File: src/sv/sdrb_pkg.sv
`timescale 1ns / 1ps
`default_nettype none
// ----------------------------------------------------------------------------
// sdrb_pkg
// Shared types and constants of the surround downmix frame ring.
// ----------------------------------------------------------------------------
package sdrb_pkg;

    localparam int RING_FRAMES   = 8192;
    localparam int BLOCK_FRAMES  = 256;
    localparam int SAMPLE_BITS   = 24;

    localparam int GAIN_BITS     = 16;
    localparam int FRAC_BITS     = 15;
    localparam int FILL_OUT_BITS = 14;
    localparam int CMD_DEPTH     = 4;

    localparam int IDX_SPAN      = 2 * RING_FRAMES;
    localparam int IDX_BITS      = $clog2(IDX_SPAN);
    localparam int ADDR_BITS     = $clog2(RING_FRAMES);
    localparam int FILL_BITS     = $clog2(RING_FRAMES + 1);
    localparam int CNT_BITS      = $clog2(BLOCK_FRAMES + 1);
    localparam int NEED_BITS     = $clog2(RING_FRAMES + BLOCK_FRAMES + 1);

    // configuration port
    localparam int PADDR_BITS    = 4;
    localparam int REG_IDX_BITS  = 2;
    localparam logic [REG_IDX_BITS-1:0] REG_ENABLE        = 2'd0;
    localparam logic [REG_IDX_BITS-1:0] REG_CENTER_GAIN   = 2'd1;
    localparam logic [REG_IDX_BITS-1:0] REG_SURROUND_GAIN = 2'd2;
    localparam logic [REG_IDX_BITS-1:0] REG_LFE_GAIN      = 2'd3;

    localparam logic [GAIN_BITS-1:0] CENTER_GAIN_RST   = 16'd23170;
    localparam logic [GAIN_BITS-1:0] SURROUND_GAIN_RST = 16'd23170;
    localparam logic [GAIN_BITS-1:0] LFE_GAIN_RST      = 16'd16384;

    // item op codes
    localparam logic OP_PUSH = 1'b0;
    localparam logic OP_PULL = 1'b1;

    typedef struct packed {
        logic                          op;
        logic                          block_start;
        logic signed [SAMPLE_BITS-1:0] front_left;
        logic signed [SAMPLE_BITS-1:0] front_right;
        logic signed [SAMPLE_BITS-1:0] center;
        logic signed [SAMPLE_BITS-1:0] low_freq;
        logic signed [SAMPLE_BITS-1:0] back_left;
        logic signed [SAMPLE_BITS-1:0] back_right;
    } in_item_t;

    typedef struct packed {
        logic signed [SAMPLE_BITS-1:0] left_out;
        logic signed [SAMPLE_BITS-1:0] right_out;
        logic                          from_buffer;
        logic                          token_release;
        logic                          overrun;
        logic [FILL_OUT_BITS-1:0]      fill_frames;
    } out_item_t;

    typedef struct packed {
        logic                 enable;
        logic [GAIN_BITS-1:0] center_gain;
        logic [GAIN_BITS-1:0] surround_gain;
        logic [GAIN_BITS-1:0] lfe_gain;
    } cfg_t;

    // one classified and mixed item on its way to the ring side
    typedef struct packed {
        logic                          op;
        logic                          block_start;
        logic signed [SAMPLE_BITS-1:0] left;
        logic signed [SAMPLE_BITS-1:0] right;
    } cmd_t;

endpackage
`default_nettype wire

File: src/sv/sdrb_cmd_fifo.sv
`timescale 1ns / 1ps
`default_nettype none
// ----------------------------------------------------------------------------
// sdrb_cmd_fifo
// Short command queue between the mixing front and the ring back end.
// ----------------------------------------------------------------------------
module sdrb_cmd_fifo (
    input  wire logic           clk,
    input  wire logic           rst_n,
    input  wire logic           push,
    input  wire sdrb_pkg::cmd_t push_data,
    output logic                full,
    input  wire logic           pop,
    output logic                pop_valid,
    output sdrb_pkg::cmd_t      pop_data
);

    localparam int DEPTH  = sdrb_pkg::CMD_DEPTH;
    localparam int PTR_W  = $clog2(DEPTH);
    localparam int CNT_W  = $clog2(DEPTH + 1);
    localparam logic [PTR_W-1:0] PTR_LAST = PTR_W'(DEPTH - 1);
    localparam logic [CNT_W-1:0] CNT_FULL = CNT_W'(DEPTH);

    sdrb_pkg::cmd_t   mem_reg [DEPTH];
    logic [PTR_W-1:0] wptr_reg, wptr_next;
    logic [PTR_W-1:0] rptr_reg, rptr_next;
    logic [CNT_W-1:0] count_reg, count_next;

    always_comb
    begin
        wptr_next  = wptr_reg;
        rptr_next  = rptr_reg;
        count_next = count_reg;
        if (push)
        begin
            wptr_next = (wptr_reg == PTR_LAST) ? '0 : wptr_reg + PTR_W'(1);
        end
        if (pop)
        begin
            rptr_next = (rptr_reg == PTR_LAST) ? '0 : rptr_reg + PTR_W'(1);
        end
        if (push && !pop)
        begin
            count_next = count_reg + CNT_W'(1);
        end
        else if (pop && !push)
        begin
            count_next = count_reg - CNT_W'(1);
        end
    end

    always_ff @(posedge clk or negedge rst_n)
    begin
        if (!rst_n)
        begin
            wptr_reg  <= '0;
            rptr_reg  <= '0;
            count_reg <= '0;
        end
        else
        begin
            wptr_reg  <= wptr_next;
            rptr_reg  <= rptr_next;
            count_reg <= count_next;
        end
    end

    always_ff @(posedge clk)
    begin
        if (push)
        begin
            mem_reg[wptr_reg] <= push_data;
        end
    end

    assign full      = (count_reg == CNT_FULL);
    assign pop_valid = (count_reg != '0);
    assign pop_data  = mem_reg[rptr_reg];

endmodule
`default_nettype wire

File: config.mk
export PLATFORM = sky130hd
export DESIGN_NAME = sdrb_cmd_fifo
export DESIGN_NICKNAME = d
export VERILOG_FILES = /design/src/sv/sdrb_pkg.sv /design/src/sv/sdrb_cmd_fifo.sv
export SDC_FILE = /design/constraint.sdc
export NUM_CORES = 1
export LEC_CHECK = 0
export ABC_AREA = 1
export BUFFER_PORTS_ARGS = -buffer_cell sky130_fd_sc_hd__buf_2
export CAP_MARGIN = 20
export CORE_MARGIN = 2
export CORE_UTILIZATION = 23
export DETAILED_ROUTE_END_ITERATION = 8
export GPL_TIMING_DRIVEN = 1
export PLACE_DENSITY = 0.36
export SLEW_MARGIN = 40
export SYNTH_ARGS = -nofsm -noshare
export SYNTH_HDL_FRONTEND = slang
export SYNTH_SLANG_ARGS = --single-unit
File: constraint.sdc
create_clock -name clk -period 3.9 [get_ports clk]
set_input_delay 0.585 -clock clk [delete_from_list [all_inputs] [get_ports clk]]
set_output_delay 0.585 -clock clk [all_outputs]
set_load 0.01 [all_outputs]
# Yosys cells after proc, flatten, opt, wreduce, memory -nomap -nowiden
# Memories as Yosys holds them, arrays and structs flattened.
# Index checks and enable logic that the tools add are counted.
word_totals:
  ramBits: 200
  input_bits: 54
  output_inout_bits: 52
  reg_bits: 7
  wordCells: 23
  memories: 1
mem_list:
  columns: ["memory", "depth", "width", "read_ports", "rd_clocked_by_memory_dff", "wr", "line", "rtl"]
  rows:
  - ["mem_reg", 4, 50, 1, 0, 1, "sdrb_cmd_fifo.sv:24", "sdrb_pkg::cmd_t mem_reg [DEPTH];"]
classes:
  n_addsub: 4
  n_mux: 6
  n_eq_ne: 3
  n_reduce_logical: 6
op_table:
  columns: ["operator", "n"]
  rows:
  - ["3-bit 2-to-1 mux", 2]
  - ["2-bit by 1-bit adder with 2-bit output, second input constant", 2]
  - ["2-bit equality test, second input constant", 2]
  - ["2-bit 2-to-1 mux", 2]
  - ["3-bit by 1-bit adder with 3-bit output, second input constant", 1]
  - ["3-bit equality test, second input constant", 1]
  - ["3-bit nonzero test", 1]
  - ["3-bit by 1-bit subtractor with 3-bit output, second input constant", 1]
  - ["1-bit logical AND", 2]
  - ["1-bit logical NOT", 2]
  - ["1-bit 2-to-1 mux", 2]
  - ["2-bit nonzero test", 1]

# Logic depth before layout (Yosys ltp)
logic_depth:
  ltp_word: 4
  depth_mapped: 9
  depth_no_buf: 9

# Least setup slack after synthesis
# OpenSTA, ideal clock, no wires.
synth_path:
  path_kind: "reg2reg"
  startpoint: "register wptr_reg[0]"
  endpoint: "memory mem_reg[0][0] (netlist name), enable pin"
  required_ns: 3.496
  path_stages_with_launch: 5
  arrival_ns: 1.638
  setup_slack_ns: 1.858
  setup_time_ns: 0.404
  period_less_slack_ns: 2.042
  n_path_buf: 0
  cell_sequence: "dfrtp_1 > inv_1 > ha_1 > nand2_1 > inv_1"
synth_lines:
  columns: ["element", "line", "rtl"]
  rows:
  - ["from (decl)", "sdrb_cmd_fifo.sv:25", "logic [PTR_W-1:0] wptr_reg, wptr_next;"]
  - ["from (signal assigned)", "sdrb_cmd_fifo.sv:62", "wptr_reg <= wptr_next;"]
  - ["to (decl)", "sdrb_cmd_fifo.sv:24", null]
# Straight into the memory's write port.

==> impl_metrics.json <==
{
  "status": "complete, no violations",
  "place.gp.congestion": 0.625,
  "cp.arrival_ns": 2.30,
  "numCtsBuffers": 26,
  "min_period_over_period_pct": 74.0,
  "antenna_found_initial": 2,
  "syn_to_final_growth_pct": 22.0,
  "die_w_um": 196,
  "tightest_slew_ns": 0.777,
  "cts_resized": 0,
  "syn_area_um2": 8440,
  "avgSynthCellArea_um2": 13.2,
  "antenna_cells": 0,
  "crit_path_max_fanout": 180,
  "setup_viol": 0,
  "io_pins": 106,
  "drt-total-wl_um": 19000,
  "cts_sinks": 207,
  "yosysSeqAreaShare_pct": 73.3,
  "syn_nets": 698,
  "post-route-util_pct": 28.3,
  "drive_gt1_share_pct": 21.3,
  "initial_core_util_pct": 23.2,
  "finalInstanceArea_um2": 10300,
  "avgRoutedWirePerCell_um": 15.4,
  "cp-end-kind": "output port",
  "rsz0062_at_grt": "false",
  "cts_root_buffer": "clkbuf_16",
  "powerDensity_nw_per_um2": 745,
  "clockBufferDepth": 3,
  "fin_tns_setup_ns": 0,
  "track_usage_pct": 10.1,
  "hold_buffers": 1,
  "slew_viol_final": 0,
  "grt_max_degree": 181,
  "avgViaCountPerCell": 3.99,
  "hold_viol": 0,
  "num-nets-final": 807,
  "fp.coreArea_um2": 36300,
  "drt-pass1-iter-count": 4,
  "largest_reg_flops": 200,
  "ys_seq_elements": 207,
  "maxCapViolCount": 0,
  "max_freq_ghz": 0.346,
  "clk_pin_slew_worst_paths_ns": 0.06,
  "worst-setup-path-type": "flop to output port",
  "grt_pass1_vias": 4898,
  "netlist_instances": 637,
  "drtIter0Drc": 171,
  "dpl_cell_area_um2": 9370,
  "num_vias": 4918,
  "ir_worst_vdd_v": 0.000371,
  "power_mw": 7.66,
  "startpoint_type": "flop",
  "holdCritPathClass": "input port to flop",
  "finalClockSkew_ns": 0.0130,
  "dp_hpwl_um": 10700,
  "htree_levels": 1,
  "port_buffers": 105,
  "insertion_delay_ns": 0.52,
  "die_h_um": 196,
  "leakage_nw": 4.11,
  "cts_tree": "done",
  "rows": 70,
  "cts_setup_buffers": 0,
  "crit_required_ns": 3.31,
  "synth.distinct_cells": 18,
  "fin_crit_ns": 2.89,
  "synth_warnings": 0,
  "drtAntennaViolNets": 0,
  "slew_headroom_pct": 48.1,
  "dieArea_um2": 38200,
  "hold_slack_ns": 0.274,
  "drc": 0,
  "grt-ovfl-total": 0,
  "grt_pass1_wl_um": 29400
}
==> cell type report <==
class                      instances  area (µm²)
inverter                         113         432
sequential                       207        6180
multi-input combinational        284        1540
tap                              468         586
fill                            3729       26100
clock inverter                    19         224
clock buffer                      29         683
timing repair buffer             114         646
==> Yosys cell counts <==
cell type / instances / area, µm²
buf_2: 11 / 55.1
buf_6: 21 / 236
clkbuf_1: 1 / 3.75
dfrtp_1: 7 / 175
edfxtp_1: 200 / 6010
fa_1: 1 / 20.0
ha_1: 6 / 75.1
inv_1: 111 / 417
inv_2: 2 / 7.51
nand2_1: 166 / 623
nand3_1: 1 / 5.00
nand4_1: 1 / 6.26
nor2_1: 3 / 11.3
nor3_1: 1 / 5.00
o211ai_1: 98 / 736
o211ai_2: 2 / 25.0
o21ai_0: 4 / 20.0
xnor2_1: 1 / 8.76
==> path summary, 6_finish.rpt <==
check,from,endpoint,slack (ns),cells after the start
min in group asynchronous,rst_n,count_reg[1],0.44,2
worst max-delay path,rptr_reg[0],pop_data[48],1.01,6
max in group asynchronous,rst_n,rptr_reg[1],3.26,2
worst min-delay path,push_data[21],mem_reg[3][21],0.27,1
worst min register to register,count_reg[2],count_reg[2],0.48,2
worst max register to register,wptr_reg[0],mem_reg[0][12],1.82,5
==> layout by cell type (no fill, tap or decap), drive strengths merged <==
cell | Yosys | layout
edfxtp | 200 | 200
nand2 | 166 | 166
inv | 113 | 115
buf | 32 | 113
o211ai | 100 | 100
clkbuf | 1 | 29
clkinv | 0 | 12
dfrtp | 7 | 7
ha | 6 | 6
bufinv | 0 | 5
o21ai | 4 | 4
nor2 | 3 | 3
nor3 | 1 | 1
xnor2 | 1 | 1
nand3 | 1 | 1
nand4 | 1 | 1
fa | 1 | 1
dlygate4sd3 | 0 | 1
==> cell families after synthesis <==
group                      count (synthesis)  share of synthesized area (%)
buffers and inverters                    146                           8.53
xor gates and xnor gates                   1                          0.104
AOI/OAI and AO/OA                        104                           9.26
DFF                                      207                           73.3
adders and majority gates                  7                           1.13
and+or+nand+nor                          172                           7.71
==> report_power, final <==
| part | leakage, nW | switching, mW | internal, mW |
|---|---|---|---|
| Sequential | 1.92 | 0.136 | 2.85 |
| Clock | 0.452 | 0.927 | 1.59 |
| Combinational | 1.74 | 1.44 | 0.717 |
| Total | 4.11 | 2.50 | 5.16 |
==> per-stage QoR <==
step / worst slack, ns / cells
detailed placement: 1.54 / 1185
global route: 0.805 / 1234
global placement: 1.52 / 1185
finish: 1.01 / 1234
CTS: 0.956 / 1234
floorplan: 1.86 / 637
==> metal layers <==
layer / track usage [%] / vias to the layer above / routed length, µm
li1: - / 2443 / -
met1: 13.5 / 2341 / 8920
met2: 16.3 / 99 / 8640
met3: 2.40 / 31 / 955
met4: 2.88 / 4 / 427
met5: 0 / - / 27
==> critical path, stage by stage, from the launching register on <==
cell and delay (ns):
dfrtp_1 0.44, inv_6 0.17, buf_12 0.56, nand2_1 0.11, o211ai_1 0.14, nand2_1 0.11, buf_2 0.15
(Power assumes the default switching activity.)
